$ cat config.mk
export PLATFORM = sky130hd
export DESIGN_NAME = wheel_encoder_odometry
export DESIGN_NICKNAME = d
export VERILOG_FILES = /design/src/sv/weo_pkg.sv /design/src/sv/wheel_encoder_odometry.sv /design/src/sv/weo_div.sv
export SDC_FILE = /design/constraint.sdc
export NUM_CORES = 2
export LEC_CHECK = 0
export BUFFER_PORTS_ARGS = -buffer_cell sky130_fd_sc_hd__buf_2
export CORE_MARGIN = 1
export CORE_UTILIZATION = 35
export CTS_BUF_LIST = sky130_fd_sc_hd__clkbuf_4 sky130_fd_sc_hd__clkbuf_8 sky130_fd_sc_hd__clkbuf_16
export CTS_CLUSTER_SIZE = 30
export DETAILED_ROUTE_END_ITERATION = 6
export PLACE_DENSITY_LB_ADDON = 0.25
export SYNTH_ARGS = -nofsm -noshare
export SYNTH_HDL_FRONTEND = slang
export SYNTH_SLANG_ARGS = --single-unit
$ cat constraint.sdc
create_clock -name clk -period 14.6 [get_ports clk]
set_clock_uncertainty 0.1 [all_clocks]
set_input_delay 2.92 -clock clk [delete_from_list [all_inputs] [get_ports clk]]
set_output_delay 2.92 -clock clk [all_outputs]
set_load 0.01 [all_outputs]
$ cat src/sv/weo_pkg.sv
// Shared types, constants and helpers for the wheel encoder odometry block.
`timescale 1ns / 1ps
`default_nettype none
package weo_pkg;

  localparam int COUNT_WIDTH = 16;
  localparam int TOTAL_WIDTH = 32;
  localparam int REG_WIDTH   = 16;
  localparam int IDX_WIDTH   = 2;
  localparam int DIVD_WIDTH  = 32;
  localparam int DIVR_WIDTH  = 16;
  localparam int STEP_WIDTH  = $clog2(DIVD_WIDTH);

  localparam logic [REG_WIDTH-1:0] MS_PER_SEC    = 16'd1000;
  localparam logic [REG_WIDTH-1:0] PERIOD_RESET  = 16'd10;
  localparam logic [REG_WIDTH-1:0] CPR_RESET     = 16'd1024;
  localparam logic [REG_WIDTH-1:0] CIRC_RESET    = 16'd200;

  localparam logic signed [31:0] SAT_MAX = 32'sd32767;
  localparam logic signed [31:0] SAT_MIN = -32'sd32768;

  typedef enum logic [IDX_WIDTH-1:0] {
    REG_PERIOD   = 2'd0,
    REG_CPR      = 2'd1,
    REG_CIRC     = 2'd2,
    REG_VERIFIED = 2'd3
  } reg_idx_t;

  typedef enum logic [4:0] {
    ST_IDLE = 5'b00001,
    ST_MUL  = 5'b00010,
    ST_DIV  = 5'b00100,
    ST_WAIT = 5'b01000,
    ST_DONE = 5'b10000
  } state_t;

  typedef enum logic [2:0] {
    OP_LCPS   = 3'd0,
    OP_RCPS   = 3'd1,
    OP_LSPEED = 3'd2,
    OP_RSPEED = 3'd3,
    OP_LDIST  = 3'd4,
    OP_RDIST  = 3'd5
  } op_t;

  // start/done pair between sequencer and divider
  typedef struct packed {
    logic start;
  } div_ctl_t;

  typedef struct packed {
    logic busy;
    logic done;
  } div_sts_t;

  function automatic logic [15:0] sat16(input logic signed [31:0] v);
    logic [15:0] r;
    if (v > SAT_MAX) r = 16'h7fff;
    else if (v < SAT_MIN) r = 16'h8000;
    else r = v[15:0];
    return r;
  endfunction

endpackage
`default_nettype wire

$ cat src/sv/wheel_encoder_odometry.sv
// Top level of the two-wheel encoder odometry block.
//
// Input stream (s_*): one sample item per accepted beat, carrying the raw pulse
// count and direction pin of each wheel. The block takes one item at a time:
// s_tready is high only while the sequencer is idle.
// Output stream (m_*): one result item per sample - running totals, signed
// deltas, counts per second, speed in mm/s, distance in mm, plus two flags.
// Configuration: cfg_we/cfg_index/cfg_data write one register per cycle;
// write only while no sample is in flight.
// Work per item: six multiply-then-divide operations (rate, speed and
// distance for each wheel) run in turn through one 32x16 multiplier and one
// bit-serial 32/16 divider. Each operation runs through multiply, divider
// start, 32 divide steps and write-back; a result is shown once all six are
// done, and the next sample is taken only after the sequencer returns to
// idle, so one item is worked on at a time; the divider sets the pace.
// The result sits in an output register; a new sample is taken while it waits.
// If the receiver stalls, the next finished result is held in the working
// registers until the output register frees, and no sample is taken meanwhile.
// Reset (rst, synchronous): totals cleared, registers return to their reset
// values (period 10 ms, 1024 counts/rev, 200 mm, unverified), outputs empty.
`timescale 1ns / 1ps
`default_nettype none
module wheel_encoder_odometry (
  input  wire logic                             clk,
  input  wire logic                             rst,
  input  wire logic                             s_tvalid,
  output logic                                  s_tready,
  // left_raw[15:0], left_forward[16], right_raw[32:17], right_forward[33], zero pad
  input  wire logic [39:0]                      s_tdata,
  output logic                                  m_tvalid,
  input  wire logic                             m_tready,
  // left_total, right_total, left_step_count, right_step_count, left_counts_per_sec,
  // right_counts_per_sec, left_speed_mm, right_speed_mm, left_travel_mm,
  // right_travel_mm (lowest bits first)
  output logic [223:0]                          m_tdata,
  // scale_valid[0], sample_valid[1]
  output logic [1:0]                            m_tuser,
  input  wire logic                             cfg_we,
  input  wire logic [weo_pkg::IDX_WIDTH-1:0]    cfg_index,
  input  wire logic [weo_pkg::REG_WIDTH-1:0]    cfg_data
);
  import weo_pkg::*;

  // configuration registers
  logic [REG_WIDTH-1:0] period;
  logic [REG_WIDTH-1:0] cpr;
  logic [REG_WIDTH-1:0] circ;
  logic                 verified;

  always_ff @(posedge clk) begin
    if (rst) begin
      period   <= PERIOD_RESET;
      cpr      <= CPR_RESET;
      circ     <= CIRC_RESET;
      verified <= 1'b0;
    end else if (cfg_we) begin
      case (reg_idx_t'(cfg_index))
        REG_PERIOD:   period   <= cfg_data;
        REG_CPR:      cpr      <= cfg_data;
        REG_CIRC:     circ     <= cfg_data;
        REG_VERIFIED: verified <= cfg_data[0];
        default: ;
      endcase
    end
  end

  logic scale;
  assign scale = (cpr != '0) && (circ != '0);

  // input unpacking and signed deltas (negation wraps within the count width)
  logic [COUNT_WIDTH-1:0] in_lraw, in_rraw, in_ldelta, in_rdelta;
  logic                   in_lfwd, in_rfwd;

  always_comb begin
    in_lraw   = s_tdata[15:0];
    in_lfwd   = s_tdata[16];
    in_rraw   = s_tdata[32:17];
    in_rfwd   = s_tdata[33];
    in_ldelta = in_lfwd ? in_lraw : COUNT_WIDTH'(0) - in_lraw;
    in_rdelta = in_rfwd ? in_rraw : COUNT_WIDTH'(0) - in_rraw;
  end

  state_t state;
  op_t    op;
  logic   s_fire;
  assign s_tready = (state == ST_IDLE);
  assign s_fire   = s_tvalid && s_tready;

  // working registers
  logic [TOTAL_WIDTH-1:0] ltot, rtot;
  logic [COUNT_WIDTH-1:0] ldel, rdel;
  logic [15:0]            lcps, rcps, lspd, rspd;
  logic [TOTAL_WIDTH-1:0] ldist, rdist;
  logic [DIVD_WIDTH-1:0]  prod;
  logic [DIVD_WIDTH-1:0]  mag;
  logic                   neg;

  // shared multiplier operands
  logic [DIVD_WIDTH-1:0]  mul_a;
  logic [DIVR_WIDTH-1:0]  mul_b;
  logic [DIVD_WIDTH+DIVR_WIDTH-1:0] mul_full;
  logic [DIVR_WIDTH-1:0]  div_dvs;

  always_comb begin
    case (op)
      OP_LCPS:   begin mul_a = 32'($signed(ldel)); mul_b = MS_PER_SEC; end
      OP_RCPS:   begin mul_a = 32'($signed(rdel)); mul_b = MS_PER_SEC; end
      OP_LSPEED: begin mul_a = 32'($signed(lcps)); mul_b = circ; end
      OP_RSPEED: begin mul_a = 32'($signed(rcps)); mul_b = circ; end
      OP_LDIST:  begin mul_a = ltot; mul_b = circ; end
      OP_RDIST:  begin mul_a = rtot; mul_b = circ; end
      default:   begin mul_a = '0; mul_b = '0; end
    endcase
    mul_full = mul_a * mul_b;
    div_dvs  = ((op == OP_LCPS) || (op == OP_RCPS)) ? period : cpr;
  end

  // divider, fed with the magnitude of the held product
  div_ctl_t              div_ctl;
  div_sts_t              div_sts;
  logic [DIVD_WIDTH-1:0] div_q;

  assign div_ctl.start = (state == ST_DIV);
  assign mag = prod[DIVD_WIDTH-1] ? DIVD_WIDTH'(0) - prod : prod;

  weo_div u_div (
    .clk      (clk),
    .rst      (rst),
    .ctl      (div_ctl),
    .dividend (mag),
    .divisor  (div_dvs),
    .sts      (div_sts),
    .quotient (div_q)
  );

  // signed quotient, truncated toward zero
  logic signed [31:0] res;
  assign res = neg ? $signed(32'(0) - div_q) : $signed(div_q);

  logic out_free;
  assign out_free = !m_tvalid || m_tready;

  // sequencer
  always_ff @(posedge clk) begin
    if (rst) begin
      state <= ST_IDLE;
      op    <= OP_LCPS;
      ltot  <= '0;
      rtot  <= '0;
    end else begin
      case (state)
        ST_IDLE: begin
          if (s_fire) begin
            ltot  <= ltot + 32'($signed(in_ldelta));
            rtot  <= rtot + 32'($signed(in_rdelta));
            op    <= OP_LCPS;
            state <= ST_MUL;
          end
        end
        ST_MUL:  state <= ST_DIV;
        ST_DIV:  state <= ST_WAIT;
        ST_WAIT: begin
          if (div_sts.done) begin
            if (op == OP_RDIST) begin
              state <= ST_DONE;
            end else begin
              op    <= op_t'(op + 3'd1);
              state <= ST_MUL;
            end
          end
        end
        ST_DONE: begin
          if (out_free) state <= ST_IDLE;
        end
        default: state <= ST_IDLE;
      endcase
    end
  end

  // datapath registers
  always_ff @(posedge clk) begin
    if (s_fire) begin
      ldel <= in_ldelta;
      rdel <= in_rdelta;
    end
    if (state == ST_MUL) prod <= mul_full[DIVD_WIDTH-1:0];
    if (state == ST_DIV) neg <= prod[DIVD_WIDTH-1];
    if ((state == ST_WAIT) && div_sts.done) begin
      case (op)
        OP_LCPS:   lcps  <= (period == '0) ? 16'h0 : sat16(res);
        OP_RCPS:   rcps  <= (period == '0) ? 16'h0 : sat16(res);
        OP_LSPEED: lspd  <= scale ? sat16(res) : 16'h0;
        OP_RSPEED: rspd  <= scale ? sat16(res) : 16'h0;
        OP_LDIST:  ldist <= scale ? res : 32'h0;
        OP_RDIST:  rdist <= scale ? res : 32'h0;
        default: ;
      endcase
    end
  end

  // output register
  always_ff @(posedge clk) begin
    if (rst) begin
      m_tvalid <= 1'b0;
    end else if ((state == ST_DONE) && out_free) begin
      m_tvalid <= 1'b1;
    end else if (m_tready) begin
      m_tvalid <= 1'b0;
    end
  end

  always_ff @(posedge clk) begin
    if ((state == ST_DONE) && out_free) begin
      m_tdata <= {rdist, ldist, rspd, lspd, rcps, lcps, rdel, ldel, rtot, ltot};
      m_tuser <= {verified, scale};
    end
  end

`ifndef SYNTHESIS
  a_busy_after_accept: assert property (@(posedge clk) disable iff (rst)
    s_fire |=> !s_tready)
    else $error("sample taken while a sample is in flight");

  a_done_in_wait: assert property (@(posedge clk) disable iff (rst)
    div_sts.done |-> (state == ST_WAIT))
    else $error("divider finished outside the wait step");

  a_start_idle_div: assert property (@(posedge clk) disable iff (rst)
    div_ctl.start |-> !div_sts.busy)
    else $error("divider restarted while busy");

  a_noscale_zero: assert property (@(posedge clk) disable iff (rst)
    (m_tvalid && !m_tuser[0]) |-> (m_tdata[223:128] == '0))
    else $error("millimetre outputs nonzero without valid scale");

  a_out_load_free: assert property (@(posedge clk) disable iff (rst)
    (m_tvalid && !m_tready) |=> $stable(m_tdata))
    else $error("stalled result overwritten");
`endif

endmodule
`default_nettype wire

$ cat src/sv/weo_div.sv
// Radix-2 restoring divider, unsigned 32 by 16 bits, one quotient bit a cycle.
`timescale 1ns / 1ps
`default_nettype none
module weo_div (
  input  wire logic                            clk,
  input  wire logic                            rst,
  input  wire weo_pkg::div_ctl_t               ctl,
  input  wire logic [weo_pkg::DIVD_WIDTH-1:0]  dividend,
  input  wire logic [weo_pkg::DIVR_WIDTH-1:0]  divisor,
  output weo_pkg::div_sts_t                    sts,
  output logic [weo_pkg::DIVD_WIDTH-1:0]       quotient
);
  import weo_pkg::*;

  logic                  busy;
  logic                  done;
  logic [STEP_WIDTH-1:0] step;
  logic [DIVR_WIDTH-1:0] rem;
  logic [DIVR_WIDTH-1:0] dvs;
  logic [DIVD_WIDTH-1:0] quo;

  logic [DIVR_WIDTH:0]   shifted;
  logic                  fits;
  logic [DIVR_WIDTH:0]   diff;

  always_comb begin
    shifted = {rem, quo[DIVD_WIDTH-1]};
    diff    = shifted - {1'b0, dvs};
    fits    = (shifted >= {1'b0, dvs});
  end

  always_ff @(posedge clk) begin
    if (rst) begin
      busy <= 1'b0;
      done <= 1'b0;
      step <= '0;
    end else begin
      done <= 1'b0;
      if (ctl.start) begin
        busy <= 1'b1;
        step <= '0;
      end else if (busy) begin
        step <= step + 1'b1;
        if (step == STEP_WIDTH'(DIVD_WIDTH - 1)) begin
          busy <= 1'b0;
          done <= 1'b1;
        end
      end
    end
  end

  always_ff @(posedge clk) begin
    if (ctl.start) begin
      rem <= '0;
      dvs <= divisor;
      quo <= dividend;
    end else if (busy) begin
      rem <= fits ? diff[DIVR_WIDTH-1:0] : shifted[DIVR_WIDTH-1:0];
      quo <= {quo[DIVD_WIDTH-2:0], fits};
    end
  end

  assign sts.busy = busy;
  assign sts.done = done;
  assign quotient = quo;

endmodule
`default_nettype wire

==> reports/qor.csv <==
metric,value,unit
mostFrequentLayoutCells,"nand2_1 (559), edfxtp_1 (467), inv_1 (391), fa_1 (307), buf_2 (283)",
core_area,107700,µm²
cts_setup_buffers,0,
synth_top_area_share,36.74,%
dr.pass1.iters,5,
grt_start_max_net_pins,78,
antenna_found_initial,2,
synth_edf_count,467,
cp-startpoint,op[1],
cap_violations,0,
crit_top_cell,fa_1,
timing.rr.end,prod[30],
r2r_slack,5590,ps
rr_startpoint,op[1],
p_per_area,262.7,nW/µm²
routedWlPerCell,20.15,µm
postCtsResizedCells,0,
r2r_cells,29,
cellLeakagePower,18.14,nW
stdcell_count,5306,
min_path_cells,0,
max_stage_delay,940,ps
syn2layout_area_growth,13.87,%
ys_ff_latch,612,
tns,0,ps
place_hpwl,80390,µm
dpl.cell_count,5178,
synth.area.top_cells,"edfxtp_1 (37%), fa_1 (16%), dfxtp_1 (7.6%), nand2_1 (5.5%), ha_1 (5.1%)",
clock_sinks,612,
cts_buffers,69,
min_from,ldist[1],
tightest_slew,1223,ps
synth_nets,4128,
max_freq,111.0,MHz
setup_violations,0,
grt_util_all_layers,19.45,%
min_to,m_tdata[161],
yosysTopAreaCell,edfxtp_1,
initial_core_util,35.46,%
layout-drive-gt1-share,13.32,%
ios,291,
finalWirelength,106900,µm
ys.flop_type,edfxtp_1,
synth.avg_cell_area,10.60,µm²
postCtsHoldBufs,0,
cts_tree,yes,
cp.arrival,9290,ps
min_period,9009,ps
synthCells,3602,
dieArea,110400,µm²
first_global_vias,27130,
grt_pass1_wl,163900,µm
die_h,332.2,µm
critPathKind,flop to flop,
drtAntennaViolNets,0,
hold_viol,0,
synth-seq-area-share,44.34,%
portBuffers,284,
fin_util,40.38,%
overflow,0,
drc,0,
vias,27270,
cp_max_fo,26,
synthArstFlopShare,0,%
mostFrequentLayoutCell,nand2_1,
die_w,332.2,µm
gp_congestion,0.8805,
outcome,completed,
peakVddDrop,0.4407,mV
cp_slowest_cell,a221oi_1,
vias_per_cell,5.139,
rows,120,
insertion_delay,650,ps
ys_types,78,
htreeDepth,3,
cp-end-kind,flop,
slew_headroom,18.18,%
drt_iter0_drc,2385,
hold_class,flop to flop,
grt_setup_unrepaired,false,
root_buffer,clkbuf_16,
num_antenna_cells,0,
synth_warnings,0,
nFillCells,10520,
period_share,61.70,%
syn_area,38170,µm²
clockBufferDepth,3,
clk_pin_slew,60,ps
slew_violations,0,
crit_path_start_kind,flop,
finish.net_count,4372,
crit_required,14880,ps
==> registers in the layout, summed over array words and instances (netlist names), 32 cells and up <==
signal	count
m_tdata	224
ldist	32
ltot	32
prod	32
rdist	32
rtot	32
u_div.quotient	32
==> how the worst max path moves through the flow <==
stage                            end  depth (start not counted)
after global routing        prod[30]                         29
after detailed placement    prod[30]                         29
after global placement      prod[30]                         29
after CTS                   prod[30]                         29
final                       prod[30]                         29
after floorplan           m_tdata[0]                          2
==> logic make-up after synthesis <==
group,after synthesis,share of synthesized area (%)
AOI/OAI and AO/OA,595,9.877
muxes,48,1.354
DFF,612,44.34
and+or+nand+nor,1123,12.92
buffers and inverters,555,5.563
xor gates and xnor gates,206,4.727
adders and majority gates,463,21.21
==> cell usage after synthesis, types with 21 or more instances <==
library cell,n
nand2_1,560
edfxtp_1,467
or3_1,25
fa_1,307
o31ai_1,21
nor3_1,44
inv_1,392
nand2b_1,27
nand3_1,44
ha_1,156
clkbuf_1,137
a21o_1,56
nor4_1,23
dfxtp_1,145
and2_1,24
a21oi_1,211
o21ai_0,122
xor2_1,110
a221o_1,24
xnor2_1,96
nor2_1,267
mux2_2,29
==> layout make-up <==
cell class,count,area [µm²],area share [%]
timing repair buffer,336,1814,4.174
clock buffer,91,1982,4.560
tap,1403,1755,4.039
inverter,392,1473,3.388
clock inverter,37,334.1,0.7686
sequential,612,16930,38.94
multi-input combinational,2435,19180,44.13
==> where the power goes <==
part	switching (W)	internal (W)	total (W)
registers	0.000197	0.00241	0.00261
clock network	0.000721	0.00102	0.00174
logic	0.00400	0.00307	0.00707
total	0.00492	0.00650	0.0114
==> routing by layer <==
layer	GRT usage, %	part of all wire [%]	routed length [µm]
met1	26.20	44	46790
met2	31.91	47	50690
met3	3.310	6.3	6702
met4	5.920	2.6	2733
met5	0	0.011	12
==> through the flow <==
step | power, W | setup WS, ps | instance area, µm² | hold WS (ps)
after detailed placement | 0.009838 | 5685 | 41150 | 304.5
after global placement | 0.009776 | 5762 | 41150 | 301.1
after global routing | 0.01264 | 4934 | 43470 | 314.6
final | 0.01142 | 5591 | 43470 | 308.5
after floorplan | 0.008038 | 693.0 | 38170 | 300.3
after CTS | 0.01163 | 5613 | 43470 | 305.6
==> critical path: cells and delay by family (launching register included) <==
family	cells	cell delay, ps
compound gates	7	2510
xor+xnor	1	90
fa+ha+maj	8	3590
buf+inv	6	640
flops	1	400
simple gates	7	1380
Power figures use the tool's default switching activity.
